===== src/design/pmc_pkg.sv =====
// Shared types, codes and helper functions of the PID motor controller.
package pmc_pkg;

    // Default values of the top-level parameters.
    localparam int unsigned DEF_ENCODER_COUNTS = 4096;
    localparam int unsigned DEF_PWM_FULL_SCALE = 4096;

    // Control mode codes.
    localparam logic [1:0] MODE_VELOCITY = 2'd0;
    localparam logic [1:0] MODE_POSITION = 2'd1;
    localparam logic [1:0] MODE_TORQUE   = 2'd2;

    // Register indexes on the configuration port.
    localparam logic [2:0] REG_MODE            = 3'd0;
    localparam logic [2:0] REG_KP              = 3'd1;
    localparam logic [2:0] REG_INTEGRAL_GAIN   = 3'd2;
    localparam logic [2:0] REG_DERIVATIVE_GAIN = 3'd3;
    localparam logic [2:0] REG_OUT_HI          = 3'd4;
    localparam logic [2:0] REG_OUT_LO          = 3'd5;
    localparam logic [2:0] REG_INT_HI          = 3'd6;
    localparam logic [2:0] REG_INT_LO          = 3'd7;

    // Number of fraction bits of the gains and the accumulated terms.
    localparam int unsigned FRAC_BITS = 16;

    // Signed 48-bit limits of the integral accumulator.
    localparam logic signed [63:0] INT48_MAX = 64'sh0000_7FFF_FFFF_FFFF;
    localparam logic signed [63:0] INT48_MIN = -64'sh0000_8000_0000_0000;

    // Configuration registers as seen by the datapath.
    typedef struct packed {
        logic [1:0]         mode;
        logic signed [31:0] kp;
        logic signed [31:0] integral_gain;
        logic signed [31:0] derivative_gain;
        logic signed [31:0] out_hi;
        logic signed [31:0] out_lo;
        logic signed [31:0] int_hi;
        logic signed [31:0] int_lo;
    } t_cfg;

    // Item after the error stage.
    typedef struct packed {
        logic signed [31:0] err;
        logic signed [32:0] err_delta;
    } t_err_item;

    // Item after the product stage.
    typedef struct packed {
        logic signed [63:0] p_term;
        logic signed [63:0] i_inc;
        logic signed [63:0] d_term;
        logic signed [31:0] err;
    } t_prod_item;

    // Item after the integral stage.
    typedef struct packed {
        logic signed [64:0] p_offset;
        logic signed [47:0] i_term;
        logic signed [63:0] d_term;
        logic signed [31:0] err;
    } t_int_item;

    // Integer limit scaled to Q.16, at the common compare width.
    function automatic logic signed [65:0] q16_limit(input logic signed [31:0] lim);
        q16_limit = 66'(lim) <<< FRAC_BITS;
    endfunction

    // Clamp with the upper limit tested first, so inverted limits resolve to hi.
    function automatic logic signed [65:0] clamp_hi_first(
        input logic signed [65:0] val,
        input logic signed [65:0] hi,
        input logic signed [65:0] lo
    );
        if (val > hi) begin
            clamp_hi_first = hi;
        end else if (val < lo) begin
            clamp_hi_first = lo;
        end else begin
            clamp_hi_first = val;
        end
    endfunction

endpackage


===== src/design/pmc_output_stage.sv =====
// Output stage: sums the terms, clamps to the drive limits and holds the result.
module pmc_output_stage
    import pmc_pkg::*;
(
    input  logic               i_clk,
    input  logic               i_rst_n,
    input  t_cfg               i_cfg,
    input  logic               i_valid,
    output logic               o_ready,
    input  t_int_item          i_item,
    output logic               o_valid,
    input  logic               i_ready,
    output logic signed [31:0] o_drive,
    output logic signed [31:0] o_loop_error
);

    logic               r_valid;
    logic signed [31:0] r_drive;
    logic signed [31:0] r_loop_error;
    logic signed [65:0] total;
    logic signed [65:0] total_clamped;

    assign o_ready = !r_valid || i_ready;

    // Exact sum; the limits lie well inside 64 bits, so clamping it matches
    // clamping the 64-bit saturated total.
    always_comb begin
        total = 66'(i_item.p_offset) + 66'(i_item.i_term) + 66'(i_item.d_term);
        total_clamped = clamp_hi_first(total, q16_limit(i_cfg.out_hi),
                                       q16_limit(i_cfg.out_lo));
    end

    always_ff @(posedge i_clk) begin
        if (!i_rst_n) begin
            r_valid <= 1'b0;
        end else if (o_ready) begin
            r_valid <= i_valid;
        end
    end

    // Dropping the fraction bits rounds toward minus infinity.
    always_ff @(posedge i_clk) begin
        if (o_ready && i_valid) begin
            r_drive      <= total_clamped[FRAC_BITS +: 32];
            r_loop_error <= i_item.err;
        end
    end

    assign o_valid      = r_valid;
    assign o_drive      = r_drive;
    assign o_loop_error = r_loop_error;

endmodule


===== config.mk =====
export PLATFORM = sky130hd
export DESIGN_NAME = pmc_output_stage
export DESIGN_NICKNAME = d
export VERILOG_FILES = /design/src/design/pmc_pkg.sv /design/src/design/pmc_output_stage.sv
export SDC_FILE = /design/constraint.sdc
export NUM_CORES = 1
export LEC_CHECK = 0
export ABC_AREA = 1
export BUFFER_PORTS_ARGS = -buffer_cell sky130_fd_sc_hd__buf_2
export CELL_PAD_IN_SITES_DETAIL_PLACEMENT = 0
export CELL_PAD_IN_SITES_GLOBAL_PLACEMENT = 2
export CORE_UTILIZATION = 23
export CTS_CLUSTER_SIZE = 24
export DETAILED_ROUTE_END_ITERATION = 10
export PLACE_DENSITY_LB_ADDON = 0.1
export SYNTH_ARGS = -nofsm -noshare
export SYNTH_HDL_FRONTEND = slang
export SYNTH_SLANG_ARGS = --single-unit

===== constraint.sdc =====
create_clock -name i_clk -period 5.05 [get_ports i_clk]
set_input_delay 1.01 -clock i_clk [delete_from_list [all_inputs] [get_ports i_clk]]
set_output_delay 1.01 -clock i_clk [all_outputs]
set_load 0.01 [all_outputs]

Word-level counts from Yosys, hierarchy flattened

Cells that the tools add are included.

Add/subtract/negate cells: 2
$lt $le $gt $ge: 2
Mux-type cells: 2
Reductions and logical operators: 3

Operators by type and width:

| cell              | count |
|---|---|
| $mux 48           | 2 |
| $add 65x48->66    | 1 |
| $add 66x64->66    | 1 |
| $gt 66x48->1      | 1 |
| $lt 66x48->1      | 1 |
| $logic_and 1x1->1 | 1 |
| $logic_not 1->1   | 1 |
| $logic_or 1x1->1  | 1 |

Flip-flop bits (word level): 65
Word-level logic and storage cells: 12
Output and inout bits: 66

Depth between registers and ports, before layout

Depth after elaboration: 5
Depth in mapped cells: 33
Gate-level depth less buffers: 32

Worst setup path before layout

Ideal clock, no wire load.

Path kind: input to register
Start point: in i_item[33] (netlist bit)
End point: reg r_drive[10], in the netlist o_drive[10], data pin
Buffers on the path: 1
Path slack: -0.047 ns
Setup time: 0.253 ns
Arrival time: 4.844 ns
Stages on the path: 29
Path through: fa_1 > ha_1 > inv_1 > fa_1 > o21ai_2 > inv_1 > nor2_1 > o211ai_1 > nand3_1 > nand3_1 > o211ai_1 > nand2_1 > nand2_1 > nand2_1 > nand2_1 > inv_1 > ha_1 > nand4_1 > nor3_1 > nand2_1 > nor4b_1 > nand2_1 > nand3_1 > nand2_1 > nand3_4 > inv_2 > buf_2 > nand2_1 > nand2_1

Cells in the longest elaborated chain, start to end: 4

RTL lines:

| element               | RTL line               | text |
|---|---|---|
| start, declared       | pmc_output_stage.sv:10 | `input t_int_item i_item,` |
| $add 66x64->66 *      | pmc_output_stage.sv:28 | `total = 66'(i_item.p_offset) + 66'(i_item.i_term) + 66'(i_item.d_term);` |
| $lt 66x48->1          | pmc_pkg.sv:77          | `end else if (val < lo) begin` |
| $mux 48               | pmc_pkg.sv:77          |  |
| $mux 48 *             | pmc_pkg.sv:75          | `if (val > hi) begin` |
| via total_clamped[26] | pmc_output_stage.sv:21 | `logic signed [65:0] total_clamped;` |
| end signal, assigned  | pmc_output_stage.sv:44 | `r_drive <= total_clamped[FRAC_BITS +: 32];` |
| end, declared         | pmc_output_stage.sv:18 | `logic signed [31:0] r_drive;` |

The timed path passes the listed nets; every way through them passes the cells marked *.
A chain may end at the register's enable or synchronous reset.

Worst setup path after layout

Start point: in i_item[54] (netlist bit)
End point: reg r_drive[11], in the netlist o_drive[11], data pin

The elaborated chain is that of the path after synthesis.

==> results.sh <==
export IMPL_h_tree_depth=3
export IMPL_layout_min_cycle_time_ns=5.44
export IMPL_routed_via_density=4.51
export IMPL_crit_top_cell="buf_4"
export IMPL_place_port_buffers=342
export IMPL_peakVddDrop_mv=0.230
export IMPL_ioPinCount=505
export IMPL_critPathMaxFanout=9
export IMPL_syn_area_mm2=0.0112
export IMPL_start_util_pct=23.4
export IMPL_rsz0062_at_grt="yes"
export IMPL_cp_slowest_stage_delay_ns=0.55
export IMPL_topRoutingLayerUsed="met5"
export IMPL_finalSetupViolCount=32
export IMPL_critical_path_class="in2reg"
export IMPL_min_period_over_period_pct=108
export IMPL_worstPathArrival_ns=5.53
export IMPL_hpwl_um=44800
export IMPL_hold_slack_ns=0.572
export IMPL_cts_inserted_buffers=9
export IMPL_fp_dieW_um=223
export IMPL_drive_gt1_share_pct=49.1
export IMPL_synth_area_leader_cell="ha_1"
export IMPL_cap_violations=0
export IMPL_power_density_mw_per_mm2=440
export IMPL_gp_congestion=0.853
export IMPL_cts_tree="done"
export IMPL_die_y_um=223
export IMPL_hold_path_class="reg2reg"
export IMPL_core_area_mm2=0.0479
export IMPL_die_area_mm2=0.0498
export IMPL_violations="setup timing"
export IMPL_status="complete, but fails checks"
export IMPL_synthesis_nets=2234
export IMPL_start_kind="input pin"
export IMPL_p_leak_uw=0.00967
export IMPL_end_kind="flip-flop"
export IMPL_min_delay_start="o_valid"
export IMPL_relSlewSlack_pct=41.7
export IMPL_wl_met3_um=2650
export IMPL_synth_seq_cells=65
export IMPL_clkLatencyLatePin_ns=0.34
export IMPL_yosysWarnings=0
export IMPL_synth_area_per_cell_um2=7.18
export IMPL_drt_antenna_violating_nets=0
export IMPL_worst_r2r_startpoint="o_valid"
export IMPL_cts_hold_buf=0
export IMPL_synth_area_leaders="ha_1 18%, edfxtp_1 17%, fa_1 12%"
export IMPL_grt_pass1_vias=13600
export IMPL_gr_total_overflow=0
export IMPL_yosysSeqAreaShare_pct=17.3
export IMPL_finClkSkew_ns=0.00690
export IMPL_finalMaxSlewViolations=0
export IMPL_fmax_ghz=0.184
export IMPL_drt_iter0_drc=557
export IMPL_rows=80
export IMPL_wl_met2_um=24700
export IMPL_final_cells=2958
export IMPL_path_clk_slew_ns=0.05
export IMPL_clock_sinks=65
export IMPL_routedWlPerCell_um=18.0
export IMPL_ys_types=43
export IMPL_synth_top_cell_area_share_pct=18.1
export IMPL_clockRootBuffer="clkbuf_16"
export IMPL_grt_max_degree=46
export IMPL_setup_slack_ns=-0.389
export IMPL_tightest_slew_ns=0.873
export IMPL_clockBufferDepth=2
export IMPL_drc=0
export IMPL_antenna_found_initial=6
export IMPL_crit_required_ns=5.14
export IMPL_cp_startpoint="i_item[54]"
export IMPL_postSynthCellCount=1566
export IMPL_dr_pass1_iters=5
export IMPL_crit_path_top_delay_cell="fa_1"
export IMPL_grt_total_usage_pct=20.4
export IMPL_nNetsFinal=3003
export IMPL_dp_cells=2872
export IMPL_num_vias=13300
export IMPL_met1_length_um=25200
export IMPL_grt_pass1_wl_um=77400
export IMPL_wirelength_um=53200
export IMPL_synthToLayoutAreaGrowth_pct=72.9
export IMPL_hold_viol_final=0
## cells in the final DEF, fill, tap and decap left out, drive strengths merged, types with 2 or more instances in the layout
cell type / Yosys / layout
o21bai: 11 / 11
a21oi: 133 / 133
and2: 2 / 2
o21a: 4 / 4
o211ai: 14 / 14
clkbuf: 0 / 22
a21o: 5 / 5
a221oi: 2 / 2
or2: 4 / 4
nand3b: 4 / 4
xnor2: 11 / 11
a31oi: 20 / 20
nor4: 4 / 4
o21ai: 79 / 79
nor2: 143 / 143
ha: 163 / 163
and3: 5 / 5
buf: 18 / 766
inv: 275 / 274
nor3: 21 / 21
nand2: 311 / 311
nor4b: 3 / 3
nand3: 143 / 143
xor2: 40 / 40
nand4: 17 / 17
fa: 66 / 66
diode: 0 / 3
edfxtp: 64 / 64
clkinv: 0 / 4
## cell type report
| type | instances | area, µm² |
|---|---|---|
| diodes | 3 | 7.51 |
| clock buffers | 12 | 267 |
| clock inverters | 4 | 26.3 |
| fillers | 5025 | 28500 |
| inverters | 275 | 1040 |
| multi-input cells | 1208 | 10100 |
| flip-flops and latches | 65 | 1940 |
| well taps | 615 | 769 |
| repair buffers | 776 | 5320 |
## metal layers
metal	track usage, %	vias up
li1	-	6747
met1	28.0	6221
met2	34.0	332
met3	3.13	28
met4	3.60	2
met5	0	-
## critical path: cells and delay by family
family / cells / cell delay, ns
adder cells (fa/ha/maj): 3 / 1.04
AO/OA/AOI/OAI: 4 / 0.62
XOR/XNOR: 1 / 0.14
buffers and inverters: 8 / 1.13
AND/OR/NAND/NOR: 13 / 1.59
## logic make-up (layout without fill, tap and decap cells)
family	count (synthesis)	count (layout)	synth area share (%)
AOI/OAI and AO/OA	271	271	13.3
xor gates and xnor gates	51	51	3.97
adders and majority gates	229	229	29.9
buffers and inverters	293	1067	10.2
DFF	65	65	17.3
other	0	3	0
and+or+nand+nor	657	657	25.4
## what timing repair did
action                                  CTS  global route
endpoints found under the hold margin     0             0
endpoints found under the setup margin   32            32
pin swaps                                67            88
gates resized for setup                 241           204
setup buffers                            35            22
gates cloned                              3             9
## registers in the layout (all words and copies together), names as in the netlist
| register | count |
|---|---|
| o_drive | 32 |
| o_loop_error | 32 |
| o_valid | 1 |
## cells in the mapped netlist, drive strengths merged
| cell | number |
|---|---|
| nand2 | 311 |
| inv | 275 |
| ha | 163 |
| nand3 | 143 |
| nor2 | 143 |
| a21oi | 133 |
| o21ai | 79 |
| fa | 66 |
| edfxtp | 64 |
| xor2 | 40 |
| nor3 | 21 |
| a31oi | 20 |
| buf | 18 |
| nand4 | 17 |
| o211ai | 14 |
| o21bai | 11 |
| xnor2 | 11 |
| a21o | 5 |
| and3 | 5 |
| nand3b | 4 |
| nor4 | 4 |
| o21a | 4 |
| or2 | 4 |
| nor4b | 3 |
| a221oi | 2 |
| and2 | 2 |
| a21boi | 1 |
| dfxtp | 1 |
| o221a | 1 |
| o22ai | 1 |
## path summary, 6_finish.rpt
kind	end	slack (ns)	cells after the start
hold reg to reg	o_valid	0.57	2
hold / removal	o_valid	0.57	2
setup / recovery	o_drive[11]	-0.39	29
setup reg to reg	o_loop_error[14]	3.10	2
## per-stage QoR
stage | TNS [ns] | total power, µW | worst slack [ns] | utilization [%] | cell area [µm²]
CTS | -9.64 | 7640 | -0.336 | 38.0 | 18200
floorplan | 0 | 3620 | 0.00144 | - | 11300
finish | -11.35 | 8550 | -0.389 | 40.5 | 19400
global placement | -35.49 | 6270 | -1.15 | 34.4 | 16500
detailed placement | -36.81 | 6310 | -1.19 | 34.4 | 16500
global route | -18.05 | 9230 | -0.587 | 40.5 | 19400
## power by group
group	total [µW]	internal (µW)	switching, µW
Combinational	7060	3340	3720
Sequential	879	831	47.9
Clock	611	371	239
Total	8550	4550	4010
Note: power is estimated with default switching activity, not from simulation.
