<file path="config.mk">
export PLATFORM = sky130hd
export DESIGN_NAME = pmc_error_stage
export DESIGN_NICKNAME = d
export VERILOG_FILES = /design/src/design/pmc_pkg.sv /design/src/design/pmc_error_stage.sv
export SDC_FILE = /design/constraint.sdc
export NUM_CORES = 1
export LEC_CHECK = 0
export BUFFER_PORTS_ARGS = -buffer_cell sky130_fd_sc_hd__buf_2
export CAP_MARGIN = 10
export CORE_AREA = 2 2 142 144
export DETAILED_ROUTE_END_ITERATION = 8
export DIE_AREA = 0 0 144 146
export GPL_TIMING_DRIVEN = 0
export PLACE_DENSITY = 0.82
export SYNTH_ARGS = -nofsm -noshare
export SYNTH_HDL_FRONTEND = slang
export SYNTH_SLANG_ARGS = --single-unit
</file>
<file path="constraint.sdc">
create_clock -name i_clk -period 12.7 [get_ports i_clk]
set_input_delay 0 -clock i_clk [delete_from_list [all_inputs] [get_ports i_clk]]
set_output_delay 0 -clock i_clk [all_outputs]
set_load 0.03 [all_outputs]
</file>
<file path="src/design/pmc_pkg.sv">
// Shared types, codes and helper functions of the PID motor controller.
package pmc_pkg;

    // Default values of the top-level parameters.
    localparam int unsigned DEF_ENCODER_COUNTS = 4096;
    localparam int unsigned DEF_PWM_FULL_SCALE = 4096;

    // Control mode codes.
    localparam logic [1:0] MODE_VELOCITY = 2'd0;
    localparam logic [1:0] MODE_POSITION = 2'd1;
    localparam logic [1:0] MODE_TORQUE   = 2'd2;

    // Register indexes on the configuration port.
    localparam logic [2:0] REG_MODE            = 3'd0;
    localparam logic [2:0] REG_KP              = 3'd1;
    localparam logic [2:0] REG_INTEGRAL_GAIN   = 3'd2;
    localparam logic [2:0] REG_DERIVATIVE_GAIN = 3'd3;
    localparam logic [2:0] REG_OUT_HI          = 3'd4;
    localparam logic [2:0] REG_OUT_LO          = 3'd5;
    localparam logic [2:0] REG_INT_HI          = 3'd6;
    localparam logic [2:0] REG_INT_LO          = 3'd7;

    // Number of fraction bits of the gains and the accumulated terms.
    localparam int unsigned FRAC_BITS = 16;

    // Signed 48-bit limits of the integral accumulator.
    localparam logic signed [63:0] INT48_MAX = 64'sh0000_7FFF_FFFF_FFFF;
    localparam logic signed [63:0] INT48_MIN = -64'sh0000_8000_0000_0000;

    // Configuration registers as seen by the datapath.
    typedef struct packed {
        logic [1:0]         mode;
        logic signed [31:0] kp;
        logic signed [31:0] integral_gain;
        logic signed [31:0] derivative_gain;
        logic signed [31:0] out_hi;
        logic signed [31:0] out_lo;
        logic signed [31:0] int_hi;
        logic signed [31:0] int_lo;
    } t_cfg;

    // Item after the error stage.
    typedef struct packed {
        logic signed [31:0] err;
        logic signed [32:0] err_delta;
    } t_err_item;

    // Item after the product stage.
    typedef struct packed {
        logic signed [63:0] p_term;
        logic signed [63:0] i_inc;
        logic signed [63:0] d_term;
        logic signed [31:0] err;
    } t_prod_item;

    // Item after the integral stage.
    typedef struct packed {
        logic signed [64:0] p_offset;
        logic signed [47:0] i_term;
        logic signed [63:0] d_term;
        logic signed [31:0] err;
    } t_int_item;

    // Integer limit scaled to Q.16, at the common compare width.
    function automatic logic signed [65:0] q16_limit(input logic signed [31:0] lim);
        q16_limit = 66'(lim) <<< FRAC_BITS;
    endfunction

    // Clamp with the upper limit tested first, so inverted limits resolve to hi.
    function automatic logic signed [65:0] clamp_hi_first(
        input logic signed [65:0] val,
        input logic signed [65:0] hi,
        input logic signed [65:0] lo
    );
        if (val > hi) begin
            clamp_hi_first = hi;
        end else if (val < lo) begin
            clamp_hi_first = lo;
        end else begin
            clamp_hi_first = val;
        end
    endfunction

endpackage

</file>
<file path="src/design/pmc_error_stage.sv">
// Error stage: forms the mode-dependent loop error and its change since the last sample.
module pmc_error_stage
    import pmc_pkg::*;
#(
    parameter int unsigned ENCODER_COUNTS = DEF_ENCODER_COUNTS
) (
    input  logic               i_clk,
    input  logic               i_rst_n,
    input  t_cfg               i_cfg,
    input  logic               i_valid,
    output logic               o_ready,
    input  logic signed [31:0] i_setpoint,
    input  logic signed [31:0] i_measured,
    output logic               o_valid,
    input  logic               i_ready,
    output t_err_item          o_item
);

    localparam logic signed [33:0] HalfCounts = 34'(ENCODER_COUNTS / 2);

    logic               r_valid;
    t_err_item          r_item;
    logic signed [31:0] r_last_err;
    logic signed [32:0] diff;
    logic signed [33:0] raw_err;
    logic signed [31:0] n_err;
    logic               take;

    assign o_ready = !r_valid || i_ready;
    assign take    = o_ready && i_valid;

    // Raw error by mode, one bit wider than the wrap arithmetic needs.
    always_comb begin
        diff    = 33'(i_setpoint) - 33'(i_measured);
        raw_err = '0;
        case (i_cfg.mode)
            MODE_VELOCITY: begin
                raw_err = 34'(diff);
            end
            MODE_POSITION: begin
                if (diff > 0) begin
                    raw_err = HalfCounts - 34'(diff);
                end else if (diff < 0) begin
                    raw_err = -HalfCounts - 34'(diff);
                end else begin
                    raw_err = '0;
                end
            end
            default: begin
                // Torque mode and the unused code force a zero error.
                raw_err = '0;
            end
        endcase
    end

    // Saturate the error to 32 bits.
    always_comb begin
        if (raw_err > 34'sd2147483647) begin
            n_err = 32'sh7FFF_FFFF;
        end else if (raw_err < -34'sd2147483648) begin
            n_err = -32'sh8000_0000;
        end else begin
            n_err = raw_err[31:0];
        end
    end

    // Control state: stage valid and the error of the previous sample.
    always_ff @(posedge i_clk) begin
        if (!i_rst_n) begin
            r_valid    <= 1'b0;
            r_last_err <= '0;
        end else begin
            if (o_ready) begin
                r_valid <= i_valid;
            end
            if (take) begin
                r_last_err <= n_err;
            end
        end
    end

    // Payload register.
    always_ff @(posedge i_clk) begin
        if (take) begin
            r_item.err       <= n_err;
            r_item.err_delta <= 33'(n_err) - 33'(r_last_err);
        end
    end

    assign o_valid = r_valid;
    assign o_item  = r_item;

endmodule

</file>
== Word-level counts from Yosys, hierarchy flattened ==
Index checks and enable logic that the tools add are counted.
Word-level totals
  bits in registers: 98
  latch bits: 0
  memory bits (writable): 0
  ROM bits: 0
  output and inout port bits: 67
  logic and storage cells: 22
  memories kept: 0
Operators by class
  add/sub/neg operators: 4
  multipliers: 0
  div/mod/pow operators: 0
  $lt $le $gt $ge: 4
  equality and inequality tests: 1
  shift operators: 0
  mux-type cells: 5
  bitwise logic cells: 0
  reductions and logical operators: 4
Operators by type and width (number)
  34-bit 2-to-1 mux: 2
  34-bit one-hot mux with 2 select lines: 1
  32-bit by 32-bit subtractor with 33-bit output: 2
  32-bit 2-to-1 mux: 2
  34-bit by 32-bit > comparator with 1-bit output (second input constant): 1
  34-bit by 32-bit < comparator with 1-bit output (second input constant): 1
  12-bit by 33-bit subtractor with 34-bit output (first input constant): 1
  13-bit by 33-bit subtractor with 34-bit output (first input constant): 1
  33-bit by 1-bit > comparator with 1-bit output (second input constant): 1
  33-bit by 1-bit < comparator with 1-bit output (second input constant): 1
  2-bit by 1-bit == test with 1-bit output (second input constant): 1
  2-bit zero test: 1
  1-bit logical AND: 1
  1-bit zero test: 1
  1-bit logical OR: 1

== Depth between registers and ports, before layout ==
  depth in word-level cells: 9
  depth in mapped cells: 34

== Worst setup path after synthesis ==
Ideal clock, no wire load.
  path type: input -> register
  start point: input port i_setpoint[0]
  end point: register r_item, in the netlist o_item[26] (data pin)
  setup time: 0.259 ns
  arrival: 6.961 ns
  data required time: 12.441 ns
  slack: 5.480 ns
  cell stages on the path: 33
  buffers on the path: 1
  cells stage by stage: inv_1 ha_1 fa_1 nor2b_1 o31ai_1 a21oi_1 o21a_1 o21a_1 xnor2_1 or4_1 nor3_1 and2_4 a211o_1 clkbuf_1 o32a_1 a2111o_1 and2_1 ha_1 inv_1 fa_1 a21o_1 a21oi_1 o21ai_0 a21oi_1 o21ai_0 a21oi_1 o21ai_0 a2111oi_0 nor4_1 o311ai_0 nand2b_1 a21oi_1 xnor2_1
Between the ends
  word-level cells in the longest chain between the ends: 9
Ends and longest elaborated chain
  from (decl): line pmc_error_stage.sv:12  | input logic signed [31:0] i_setpoint,
  32-bit by 32-bit subtractor with 33-bit output (*): line pmc_error_stage.sv:34  | diff = 33'(i_setpoint) - 33'(i_measured);
  12-bit by 33-bit subtractor with 34-bit output or 33-bit by 1-bit < comparator with 1-bit output (tied branches): line pmc_error_stage.sv:44, pmc_error_stage.sv:43
  34-bit 2-to-1 mux: line pmc_error_stage.sv:43  | end else if (diff < 0) begin
  34-bit 2-to-1 mux: line pmc_error_stage.sv:41  | if (diff > 0) begin
  34-bit one-hot mux with 2 select lines (*): line pmc_error_stage.sv:36  | case (i_cfg.mode)
  34-bit by 32-bit < comparator with 1-bit output: line pmc_error_stage.sv:60  | end else if (raw_err < -34'sd2147483648) begin
  32-bit 2-to-1 mux: line pmc_error_stage.sv:60
  32-bit 2-to-1 mux (*): line pmc_error_stage.sv:58  | if (raw_err > 34'sd2147483647) begin
  32-bit by 32-bit subtractor with 33-bit output (*): line pmc_error_stage.sv:86  | r_item.err_delta <= 33'(n_err) - 33'(r_last_err);
  to (decl): line pmc_error_stage.sv:22  | t_err_item r_item;
Mark *: on every way between the ends. The rest lies on a longest branch, timed or not.
A chain may end at the register's enable or synchronous reset.

== Worst setup path after layout ==
  start point: input port i_measured[1]
  end point: register r_item, in the netlist o_item[26] (data pin)
Between the ends
  word-level cells in the longest chain between the ends: 9
Ends and longest elaborated chain
  from (decl): line pmc_error_stage.sv:13  | input logic signed [31:0] i_measured,
  32-bit by 32-bit subtractor with 33-bit output (*): line pmc_error_stage.sv:34
  12-bit by 33-bit subtractor with 34-bit output or 33-bit by 1-bit < comparator with 1-bit output (tied branches): line pmc_error_stage.sv:44, pmc_error_stage.sv:43
  34-bit 2-to-1 mux: line pmc_error_stage.sv:43
  34-bit 2-to-1 mux: line pmc_error_stage.sv:41
  34-bit one-hot mux with 2 select lines (*): line pmc_error_stage.sv:36
  34-bit by 32-bit < comparator with 1-bit output: line pmc_error_stage.sv:60
  32-bit 2-to-1 mux: line pmc_error_stage.sv:60
  32-bit 2-to-1 mux (*): line pmc_error_stage.sv:58
  net n_err[1]: line pmc_error_stage.sv:26  | logic signed [31:0] n_err;
  32-bit by 32-bit subtractor with 33-bit output (*): line pmc_error_stage.sv:86
Mark *: on every way through the listed nets, which the timed path passes. The rest lies on a longest branch.

==> results.toml <==
[yosys]
netlist_area_um2 = 9310
syn_area_per_cell_um2 = 8.04
synth_cell_type_count = 87
synth_cells = 1157
yosysWarningCount = 0
ys_ff_latch = 98
async_flop_share = 0
ys_seq_area_frac = 0.281
synth_fp_nets = 1518
synthFlopType = "edfxtp_1"
synth-edff-count = 65

[critical_path]
crit_arrival_ps = 9230
r2r_cells = 16
reg2reg_to = "o_item[26]"
timing.rr.start = "r_last_err[0]"
worst-path-buf-inv = 4
critPathMaxStageDelay_ps = 790
path_class = "in -> reg"
cp-end-kind = "register"
cp.depth = 32
rrSetupSlack_ps = 8090
startpoint_type = "primary input"
worstPathRequired_ps = 12800
worstPathMaxFanout = 10
critPathSlowestCell = "a2111oi_0"
cpMostUsedCell = "a21oi_1"
cp_top_family = "compound AO/OA/AOI/OAI gates"

[sta]
hold_viol_final = 0
fmax_mhz = 109
grt_setup_unrepaired = "false"
setup_violations = 0
min_period_over_period = 0.719
max-slew-margin-rel = 0.441
drv_slew = 0
fin_tns_setup_ps = 0
worst_pin_slew_ps = 817
final.setup_skew_ps = 9.60
period_needed_ps = 9130

[clock_tree]
worst_skew_pair.late_latency_ps = 350
cts_tree = "yes"
cts_resized = 0
clk_pin_slew_worst_paths_ps = 70
cts_buffers = 9
cts_root_buf = "clkbuf_16"
htree_levels = 3
clockBufferDepth = 2
cts.sinks = 98

[route]
drtIter0Drc = 796
drc_errors = 0
wl_per_cell_um = 18.3
drtAntennaViolNets = 0
firstDrtPassIters = 7
via_per_inst = 6.10
wl_um = 28800
vias = 9608

[worst_hold_path]
hold_path.class = "in -> reg"
whs_path_depth = 4
holdPathEnd = "r_last_err[0]"
hold_start = "i_measured[0]"

[die]
core_um2 = 19300
die_y_um = 146
die_w_um = 144
dieArea_um2 = 21000
start_util = 0.481
pin_count = 361
rows = 51

[finish]
layout-drive-gt1-share = 0.152
area_growth_pct = 14.4
layout_common_cells = "buf_2 (145), inv_1 (93), a21oi_1 (92), nand2_1 (88), o21ai_0 (82)"
nets = 1667
antenna_cells = 0
layout_commonest_cell = "buf_2"
fin_cells = 1576

[run_status]
outcome = "completed"

[placed_design]
hpwl_um = 22800
numPortBuffers = 134
dp_cells = 1557
place.gp.congestion = 0.990

[pwr]
power_density_nw_per_um2 = 164
vdd_ir_drop_max_mv = 0.0702
p_leak_uw = 0.00436

[global_routing]
grt_pass1_wl_um = 45400
grt_pass1_vias = 8666
grt_max_degree = 46
grt_use_total = 0.272
antenna_found_initial = 3
overflow = 0

[run]
maxCapViolCount = 0
metal layers:
metal | vias up | part of all wire | GRT usage
li1 | 4660 | - | -
met1 | 4459 | 0.46 | 0.389
met2 | 443 | 0.45 | 0.428
met3 | 46 | 0.078 | 0.0405
met4 | 0 | 0.018 | 0.0706
met5 | - | 0 | 0
state kept, by name, summed over array words and instances (netlist names):
name,cells
o_valid,1
o_item,65
r_last_err,32
cells by family after synthesis:
group,synth area share
DFF,0.281
muxes,0.00793
adders and majority gates,0.0917
xor gates and xnor gates,0.0488
buffers and inverters,0.0604
AOI/OAI and AO/OA,0.297
and+or+nand+nor,0.213
worst max-delay path by stage:
stage	startpoint	end	slack, ps
after floorplan	i_setpoint[0]	o_item[26]	5480
after global placement	i_measured[1]	o_item[26]	3590
after detailed placement	i_measured[1]	o_item[26]	3500
after CTS	i_measured[1]	o_item[26]	3830
after global routing	i_measured[1]	o_item[26]	2890
final	i_measured[1]	o_item[26]	3570
per-stage QoR:
stage	area, um^2	worst slack, ps	utilization	hold slack [ps]	power (uW)
6_report	10600	3570	0.551	316	1740
3_3_place_gp	10300	3590	0.533	271	1450
3_5_place_dp	10300	3500	0.534	271	1460
2_1_floorplan	9310	5480	-	129	1220
5_1_grt	10600	2890	0.551	338	1860
4_1_cts	10600	3830	0.551	274	1730
Yosys cell counts, types with 12 or more instances:
master | instances | area share
a211oi_1 | 18 | 0.015
a21o_1 | 26 | 0.021
a21oi_1 | 92 | 0.049
a31oi_1 | 23 | 0.015
and2_1 | 15 | 0.010
and3_1 | 13 | 0.0087
clkbuf_1 | 34 | 0.014
dfxtp_1 | 33 | 0.071
edfxtp_1 | 65 | 0.21
ha_1 | 65 | 0.087
inv_1 | 93 | 0.038
nand2_1 | 88 | 0.035
nand2b_1 | 20 | 0.013
nand3_1 | 37 | 0.020
nand4_1 | 16 | 0.011
nor2_1 | 79 | 0.032
nor3_1 | 34 | 0.018
o211ai_1 | 12 | 0.0097
o21a_1 | 22 | 0.018
o21ai_0 | 82 | 0.044
o31ai_1 | 17 | 0.014
or3_1 | 18 | 0.012
xnor2_1 | 36 | 0.034
xor2_1 | 14 | 0.013
area by class of cell:
cell class              count  area, um^2
flip-flops and latches     98        2610
plain buffers              49         216
fillers                  1838        8690
inverters                  93         349
well taps                 265         332
clock buffers              11         243
clock inverters             5        40.0
repair buffers            138         721
multi-input cells         917        6130
power by group:
group	internal (uW)	switching (uW)	total, uW
Clock	139	120	258
Combinational	347	644	990
Sequential	460	34.1	494
what timing repair did:
item / in CTS / in global routing
setup buffers: 0 / 0
hold buffers: 3 / 0
endpoints found under the hold margin: 4 / 0
worst min-delay path, cell delays in order:
cell and delay [ps]:
buf_2 80, ha_1 210, a2111o_1 220, a31oi_1 100
No activity file was read; power rests on OpenSTA's default activity.
