File: config.mk
export PLATFORM = sky130hd
export DESIGN_NAME = pmc_integral_stage
export DESIGN_NICKNAME = d
export VERILOG_FILES = /design/src/design/pmc_pkg.sv /design/src/design/pmc_integral_stage.sv
export SDC_FILE = /design/constraint.sdc
export NUM_CORES = 1
export LEC_CHECK = 0
export BUFFER_PORTS_ARGS = -buffer_cell sky130_fd_sc_hd__buf_2
export CORE_AREA = 5 5 258 260
export CTS_CLUSTER_SIZE = 28
export DETAILED_ROUTE_END_ITERATION = 10
export DIE_AREA = 0 0 263 265
export GPL_TIMING_DRIVEN = 0
export PLACE_DENSITY_LB_ADDON = 0.12
export SLEW_MARGIN = 20
export SYNTH_ARGS = -nofsm -noshare
export SYNTH_HDL_FRONTEND = slang
export SYNTH_SLANG_ARGS = --single-unit
File: constraint.sdc
create_clock -name i_clk -period 6.98 [get_ports i_clk]
set_input_delay 0.349 -clock i_clk [delete_from_list [all_inputs] [get_ports i_clk]]
set_output_delay 0.349 -clock i_clk [all_outputs]
set_load 0.01 [all_outputs]
File: src/design/pmc_pkg.sv
// Shared types, codes and helper functions of the PID motor controller.
package pmc_pkg;

    // Default values of the top-level parameters.
    localparam int unsigned DEF_ENCODER_COUNTS = 4096;
    localparam int unsigned DEF_PWM_FULL_SCALE = 4096;

    // Control mode codes.
    localparam logic [1:0] MODE_VELOCITY = 2'd0;
    localparam logic [1:0] MODE_POSITION = 2'd1;
    localparam logic [1:0] MODE_TORQUE   = 2'd2;

    // Register indexes on the configuration port.
    localparam logic [2:0] REG_MODE            = 3'd0;
    localparam logic [2:0] REG_KP              = 3'd1;
    localparam logic [2:0] REG_INTEGRAL_GAIN   = 3'd2;
    localparam logic [2:0] REG_DERIVATIVE_GAIN = 3'd3;
    localparam logic [2:0] REG_OUT_HI          = 3'd4;
    localparam logic [2:0] REG_OUT_LO          = 3'd5;
    localparam logic [2:0] REG_INT_HI          = 3'd6;
    localparam logic [2:0] REG_INT_LO          = 3'd7;

    // Number of fraction bits of the gains and the accumulated terms.
    localparam int unsigned FRAC_BITS = 16;

    // Signed 48-bit limits of the integral accumulator.
    localparam logic signed [63:0] INT48_MAX = 64'sh0000_7FFF_FFFF_FFFF;
    localparam logic signed [63:0] INT48_MIN = -64'sh0000_8000_0000_0000;

    // Configuration registers as seen by the datapath.
    typedef struct packed {
        logic [1:0]         mode;
        logic signed [31:0] kp;
        logic signed [31:0] integral_gain;
        logic signed [31:0] derivative_gain;
        logic signed [31:0] out_hi;
        logic signed [31:0] out_lo;
        logic signed [31:0] int_hi;
        logic signed [31:0] int_lo;
    } t_cfg;

    // Item after the error stage.
    typedef struct packed {
        logic signed [31:0] err;
        logic signed [32:0] err_delta;
    } t_err_item;

    // Item after the product stage.
    typedef struct packed {
        logic signed [63:0] p_term;
        logic signed [63:0] i_inc;
        logic signed [63:0] d_term;
        logic signed [31:0] err;
    } t_prod_item;

    // Item after the integral stage.
    typedef struct packed {
        logic signed [64:0] p_offset;
        logic signed [47:0] i_term;
        logic signed [63:0] d_term;
        logic signed [31:0] err;
    } t_int_item;

    // Integer limit scaled to Q.16, at the common compare width.
    function automatic logic signed [65:0] q16_limit(input logic signed [31:0] lim);
        q16_limit = 66'(lim) <<< FRAC_BITS;
    endfunction

    // Clamp with the upper limit tested first, so inverted limits resolve to hi.
    function automatic logic signed [65:0] clamp_hi_first(
        input logic signed [65:0] val,
        input logic signed [65:0] hi,
        input logic signed [65:0] lo
    );
        if (val > hi) begin
            clamp_hi_first = hi;
        end else if (val < lo) begin
            clamp_hi_first = lo;
        end else begin
            clamp_hi_first = val;
        end
    endfunction

endpackage

File: src/design/pmc_integral_stage.sv
// Integral stage: accumulates the integral with anti-windup clamping.
module pmc_integral_stage
    import pmc_pkg::*;
#(
    parameter int unsigned PWM_FULL_SCALE = DEF_PWM_FULL_SCALE
) (
    input  logic       i_clk,
    input  logic       i_rst_n,
    input  t_cfg       i_cfg,
    input  logic       i_valid,
    output logic       o_ready,
    input  t_prod_item i_item,
    output logic       o_valid,
    input  logic       i_ready,
    output t_int_item  o_item
);

    // Half of the PWM full scale in Q.16.
    localparam logic signed [64:0] PwmOffset = 65'(PWM_FULL_SCALE / 2) <<< FRAC_BITS;

    logic               r_valid;
    t_int_item          r_item;
    logic signed [47:0] r_integral;
    logic signed [63:0] acc_sum;
    logic signed [47:0] acc_sat;
    logic signed [65:0] acc_clamped;
    logic               pos_mode;
    logic               take;

    assign o_ready  = !r_valid || i_ready;
    assign take     = o_ready && i_valid;
    assign pos_mode = (i_cfg.mode == MODE_POSITION);

    // The 48-bit sum plus a 63-bit increment cannot leave 64 bits.
    always_comb begin
        acc_sum = 64'(r_integral) + i_item.i_inc;
        if (acc_sum > INT48_MAX) begin
            acc_sat = INT48_MAX[47:0];
        end else if (acc_sum < INT48_MIN) begin
            acc_sat = INT48_MIN[47:0];
        end else begin
            acc_sat = acc_sum[47:0];
        end
    end

    // Position mode uses its own integral limits, the other modes the output limits.
    always_comb begin
        if (pos_mode) begin
            acc_clamped = clamp_hi_first(66'(acc_sat), q16_limit(i_cfg.int_hi),
                                         q16_limit(i_cfg.int_lo));
        end else begin
            acc_clamped = clamp_hi_first(66'(acc_sat), q16_limit(i_cfg.out_hi),
                                         q16_limit(i_cfg.out_lo));
        end
    end

    // Control state: stage valid and the integral accumulator.
    always_ff @(posedge i_clk) begin
        if (!i_rst_n) begin
            r_valid    <= 1'b0;
            r_integral <= '0;
        end else begin
            if (o_ready) begin
                r_valid <= i_valid;
            end
            if (take) begin
                r_integral <= acc_clamped[47:0];
            end
        end
    end

    // The total uses the clamped integral in position mode, the unclamped one otherwise.
    always_ff @(posedge i_clk) begin
        if (take) begin
            r_item.p_offset <= 65'(i_item.p_term) + (pos_mode ? PwmOffset : 65'sd0);
            r_item.i_term   <= pos_mode ? acc_clamped[47:0] : acc_sat;
            r_item.d_term   <= i_item.d_term;
            r_item.err      <= i_item.err;
        end
    end

    assign o_valid = r_valid;
    assign o_item  = r_item;

endmodule

Yosys cells after proc, flatten, opt, wreduce, memory -nomap -nowiden

Cells that the tools add are included.

Add/sub/neg operators: 2
$lt $le $gt $ge: 6
Equal/unequal tests: 1
Muxes and demuxes: 9
Reduce and logical (&&, ||, !) cells: 3

Operators by type and width:

| operator                                                      | count |
|---|---|
| 2-to-1 mux 48 bit                                             | 8 |
| > comparator 48 bit                                           | 2 |
| less-than comparator 48 bit                                   | 2 |
| adder 64 x 29 -> 65 bit                                       | 1 |
| adder 48 x 64 -> 64 bit                                       | 1 |
| > comparator 64 x 48 -> 1 bit (second input constant)         | 1 |
| less-than comparator 64 x 48 -> 1 bit (second input constant) | 1 |
| 2-to-1 mux 28 bit                                             | 1 |
| equality test 2 x 1 -> 1 bit (second input constant)          | 1 |
| logical AND 1 bit                                             | 1 |
| zero test 1 bit                                               | 1 |
| logical OR 1 bit                                              | 1 |

Bits in registers: 258
Input port bits: 454
Output and inout port bits: 211
Logic and storage cells: 27

Longest topological paths before layout

Depth in word-level cells: 9
Gate-level depth with buffers: 36
Mapped depth without buffers: 32

Worst setup path after synthesis

Ideal clock, no wire load.

Kind: input to register
Start point: in i_item[96] (netlist name)
End point: reg r_integral[47]
Setup time: 434 ps
Data arrival time: 6,987 ps
Path slack: -441 ps
Stages: 34
Cell sequence: ha_1 inv_1 fa_1 nand2b_1 a21oi_1 o211ai_2 a2111oi_4 a221oi_2 a2111oi_0 a211oi_1 nor4b_2 a41oi_2 clkbuf_1 clkbuf_1 a21oi_1 inv_1 ha_1 nor2b_1 o21a_1 o21a_1 o21a_1 o21a_1 o21a_1 o21a_1 o21ai_0 nand2_1 a2111oi_0 mux2i_1 a41oi_1 buf_2 buf_2 inv_1 o221ai_1 a31oi_1

Cells in the longest elaborated chain, start to end: 8
Elaborated cells on any way between the ends: 14
Classes of those cells: add/sub (1); order compare (6); mux (7)

RTL lines:

| element                               | RTL line                 | text |
|---|---|---|
| from (decl)                           | pmc_integral_stage.sv:12 | `input t_prod_item i_item,` |
| adder 48 x 64 -> 64 bit *             | pmc_integral_stage.sv:36 | `acc_sum = 64'(r_integral) + i_item.i_inc;` |
| less-than comparator 64 x 48 -> 1 bit | pmc_integral_stage.sv:39 | `end else if (acc_sum < INT48_MIN) begin` |
| 2-to-1 mux 48 bit                     | pmc_integral_stage.sv:39 |  |
| 2-to-1 mux 48 bit *                   | pmc_integral_stage.sv:37 | `if (acc_sum > INT48_MAX) begin` |
| less-than comparator 48 bit           | pmc_pkg.sv:77            | `end else if (val < lo) begin` |
| 2-to-1 mux 48 bit                     | pmc_pkg.sv:77            |  |
| 2-to-1 mux 48 bit                     | pmc_pkg.sv:75            | `if (val > hi) begin` |
| 2-to-1 mux 48 bit *                   | pmc_integral_stage.sv:48 | `if (pos_mode) begin` |
| to (signal assigned)                  | pmc_integral_stage.sv:67 | `r_integral <= acc_clamped[47:0];` |
| to (decl)                             | pmc_integral_stage.sv:23 | `logic signed [47:0] r_integral;` |

Every way passes the cells marked *; elsewhere a longest branch is shown, timed or not.
A chain may end at the register's enable or synchronous reset.

Worst setup path after layout

Start point: reg r_integral[47]
End point: reg r_item (netlist bit o_item[142]) (data pin)

Cells in the longest elaborated chain, start to end: 9
Elaborated cells on any way between the ends: 15
Classes of those cells: add/sub (1); order compare (6); mux (8)

RTL lines:

| element                               | RTL line                 | text |
|---|---|---|
| adder 48 x 64 -> 64 bit *             | pmc_integral_stage.sv:36 |  |
| less-than comparator 64 x 48 -> 1 bit | pmc_integral_stage.sv:39 |  |
| 2-to-1 mux 48 bit                     | pmc_integral_stage.sv:39 |  |
| 2-to-1 mux 48 bit *                   | pmc_integral_stage.sv:37 |  |
| less-than comparator 48 bit           | pmc_pkg.sv:77            |  |
| 2-to-1 mux 48 bit                     | pmc_pkg.sv:77            |  |
| 2-to-1 mux 48 bit                     | pmc_pkg.sv:75            |  |
| 2-to-1 mux 48 bit                     | pmc_integral_stage.sv:48 |  |
| 2-to-1 mux 48 bit *                   | pmc_integral_stage.sv:76 | `r_item.i_term <= pos_mode ? acc_clamped[47:0] : acc_sat;` |
| to (decl)                             | pmc_integral_stage.sv:22 | `t_int_item r_item;` |

Marked as above.

==> metrics.md <==
| Metric | Value |
|---|---|
| Outcome | `finished, violations left` |
| Failing checks | `negative setup slack` |
| Net Switching | `0.004572 W` |
| Via density | `5.267` |
| Die footprint | `69700 um2` |
| Dpl ws | `-3.118 ns` |
| CP required | `7.33 ns` |
| Combinational share of power | `63.0%` |
| Tmin final | `7.553 ns` |
| Netlist cell types | `91` |
| Total GRT Usage | `24.05%` |
| Mapped Area | `18750 um2` |
| CTS Buffer Depth | `3` |
| Area leader, netlist | `edfxtp_1` |
| Max-cap violations | `0` |
| Grt total ovfl | `0` |
| Post-Syn Instances | `2039` |
| Area grow syn2layout | `51.07%` |
| Drt first pass iters | `6` |
| Die Y-Extent | `265 um` |
| M2 GR Usage | `40.61%` |
| Internal power | `0.005708 W` |
| YS warnings | `0` |
| Crit start category | `flip-flop` |
| Maximum vdd ir drop | `0.1573 mV` |
| Finished Layout Cells | `3760` |
| Worst Setup SP | `r_integral[47]$_SDFFE_PN0P_` |
| Max_slew headroom | `19.68%` |
| Pleak | `12.34 nW` |
| Cell repeated most along the worst path | `a21o_1` |
| Hold Worst Slack | `0.02412 ns` |
| Hold WC Path Type | `in -> reg` |
| Crit-path max FO | `13` |
| Largest net degree at the start of global routing | `96` |
| Clk_lat worst skew | `0.56 ns` |
| PnR worst setup slack | `-0.5733 ns` |
| GR Layer Usage met3 | `4.372%` |
| Post-Syn Nets | `2685` |
| Global route hottest layer | `met2` |
| Clock Skew | `0.03248 ns` |
| Synth cell count leaders | `edfxtp_1 (209), a21oi_1 (208), ha_1 (191), nand2_1 (174), inv_1 (168)` |
| Clock share of power | `17.4%` |
| GP Congestion | `0.9673` |
| Predominant post-synthesis flop cell | `edfxtp_1` |
| TritonCTS clock tree | `yes` |
| TNS Setup | `-37.35 ns` |
| Fin. max-slew vios | `0` |
| Starting Density | `29.35%` |
| Initial antenna violation count | `15` |
| Power Density | `362.9 nW/um2` |
| Mean Syn Cell Area | `9.197 um2` |
| Nets | `3522` |
| Fin crit share | `108.2%` |
| Via count | `19800` |
| H-tree Lvls | `2` |
| Crit path max-delay cell type | `dfxtp_4` |
| Num CTS Buffers | `34` |
| Port bufs | `568` |
| Fmax | `0.1324 GHz` |
| Launch point of the worst reg-to-reg path | `r_integral[47]$_SDFFE_PN0P_` |
| Routed wire length | `89.66 mm` |
| Worst slew pin tran | `1.205 ns` |
| Sequential element share of the synthesized area | `38.70%` |
| Top-area cell type share of the netlist area | `33.47%` |
| Most frequent cell after synthesis | `edfxtp_1` |
| DP Cell Count | `3464` |
| Routed wire per std cell | `23.85 um` |
| Clock net sink count | `258` |
| Asr flop ratio synth | `0%` |
| Ranking of synthesized cells by area | `edfxtp_1 (33%), ha_1 (13%), a21oi_1 (5.6%)` |
| Seq pwr share | `19.6%` |
| Cell area after layout | `28330 um2` |
| Chip width | `263 um` |
| Final HPWL DP | `71.62 mm` |
| Placed Area | `22780 um2` |
| Seq cells post-synth | `258` |
| First-pass GRT wire length | `128.2 mm` |
| Vias in the first global route | `19850` |
| Clk slew on worst S/H paths | `0.07 ns` |
| Ports | `665` |
| Row cnt | `93` |
| Net Sw Frac | `44.48%` |
| DRC viols | `0` |
| Count of final setup violators | `96` |
| Crit Path Category | `reg -> reg` |
| Core Area | `63880 um2` |
| Layout cells sized above 1 | `37.86%` |
| GRT met1 Usage | `31.93%` |
| Critical hold path startpoint | `i_item[8]` |
| Routed Antenna Nets | `0` |
| CP endpoint kind | `flip-flop` |
| RSZ-0062 raised after global routing | `yes` |
| Root Buffer | `clkbuf_16` |
| Crit path arrival time | `7.90 ns` |
| Hold Violations, Final | `0` |
| Worst path max stage delay | `0.48 ns` |
| Number of synthesized flops with an enable pin | `209` |
| Iter 0 DRT Violations | `1577` |
-- critical path, delay by kind of cell, from the launching register on --
kind	cells	cell delay, ns
AOI/OAI and AO/OA	18	3.54
muxes	2	0.28
buffers and inverters	6	0.92
and+or+nand+nor	6	1.51
DFF	1	0.48
adders and majority gates	2	0.55
-- sequential cells by signal, indices dropped and copies added (netlist names) --
name        cells
o_item        209
r_integral     48
o_valid         1
-- power groups by stage --
stage	Combinational (W)	Clock (W)	Sequential, W
after floorplan	0.00282	0	0.00210
after global placement	0.00443	0	0.00206
after detailed placement	0.00446	0	0.00205
after CTS	0.00586	0.00184	0.00202
after global routing	0.00692	0.00189	0.00204
final	0.00647	0.00179	0.00202
-- cell type report --
type / count / area [um2]
fill: 6271 / 35550
multi-input combinational: 1536 / 12320
sequential: 258 / 7263
timing repair buffer: 810 / 5261
tap: 855 / 1070
clock buffer: 39 / 890.9
inverter: 170 / 684.4
buffer: 66 / 585.6
clock inverter: 21 / 239.0
antenna: 5 / 12.51
-- logic make-up after synthesis --
kind of cell,count (synthesis),synth area share [%]
flops,258,38.70
compound gates,648,21.81
mux,31,1.721
fa+ha+maj,192,12.85
buf+inv,245,5.118
simple gates,576,15.60
xor+xnor,89,4.197
-- metrics by stage --
step | power [W] | utilization [%]
finish | 0.01028 | 44.34
global route | 0.01085 | 44.34
CTS | 0.009723 | 43.09
detailed placement | 0.006507 | 35.66
global placement | 0.006489 | 35.56
floorplan | 0.004918 | -
-- worst paths after layout --
path | endpoint | slack (ns) | cells after the start
worst min-delay path | o_item[8]$_DFFE_PP_ | 0.02 | 1
worst min register to register | r_integral[6]$_SDFFE_PN0P_ | 0.45 | 2
worst max-delay path | o_item[142]$_DFFE_PP_ | -0.57 | 34
worst max register to register | o_item[142]$_DFFE_PP_ | -0.57 | 34
-- layout by cell type (no fill, tap or decap), types with 27 or more instances in the layout --
cell type,n
buf_2,575
dlygate4sd3_1,122
nor3_1,31
o21a_1,33
a21o_1,38
inv_1,154
o21ai_2,29
buf_6,32
edfxtp_1,209
xnor2_1,51
ha_1,180
buf_4,84
nand4_1,59
o21ai_0,100
dfxtp_1,46
nor2_1,104
clkbuf_1,27
clkbuf_16,41
o21ai_1,37
a21oi_1,151
nand3_1,28
xor2_1,34
nand2_1,157
a21oi_2,43
-- routing by layer --
metal  vias up  wire length [um]
met5         -                35
met4         6              2457
met3       138              6223
met2       747             42720
met1      9664             38220
li1       9249                 -
-- repair_timing --
action / CTS / global route
pin swaps: 118 / 58
gates resized for setup: 394 / 150
setup endpoints to repair: 96 / 96
hold buffers: 122 / 0
buffers inserted: 85 / 31
endpoints found under the hold margin: 122 / 0
cloned: 8 / 2
Power figures use the tool's default switching activity.
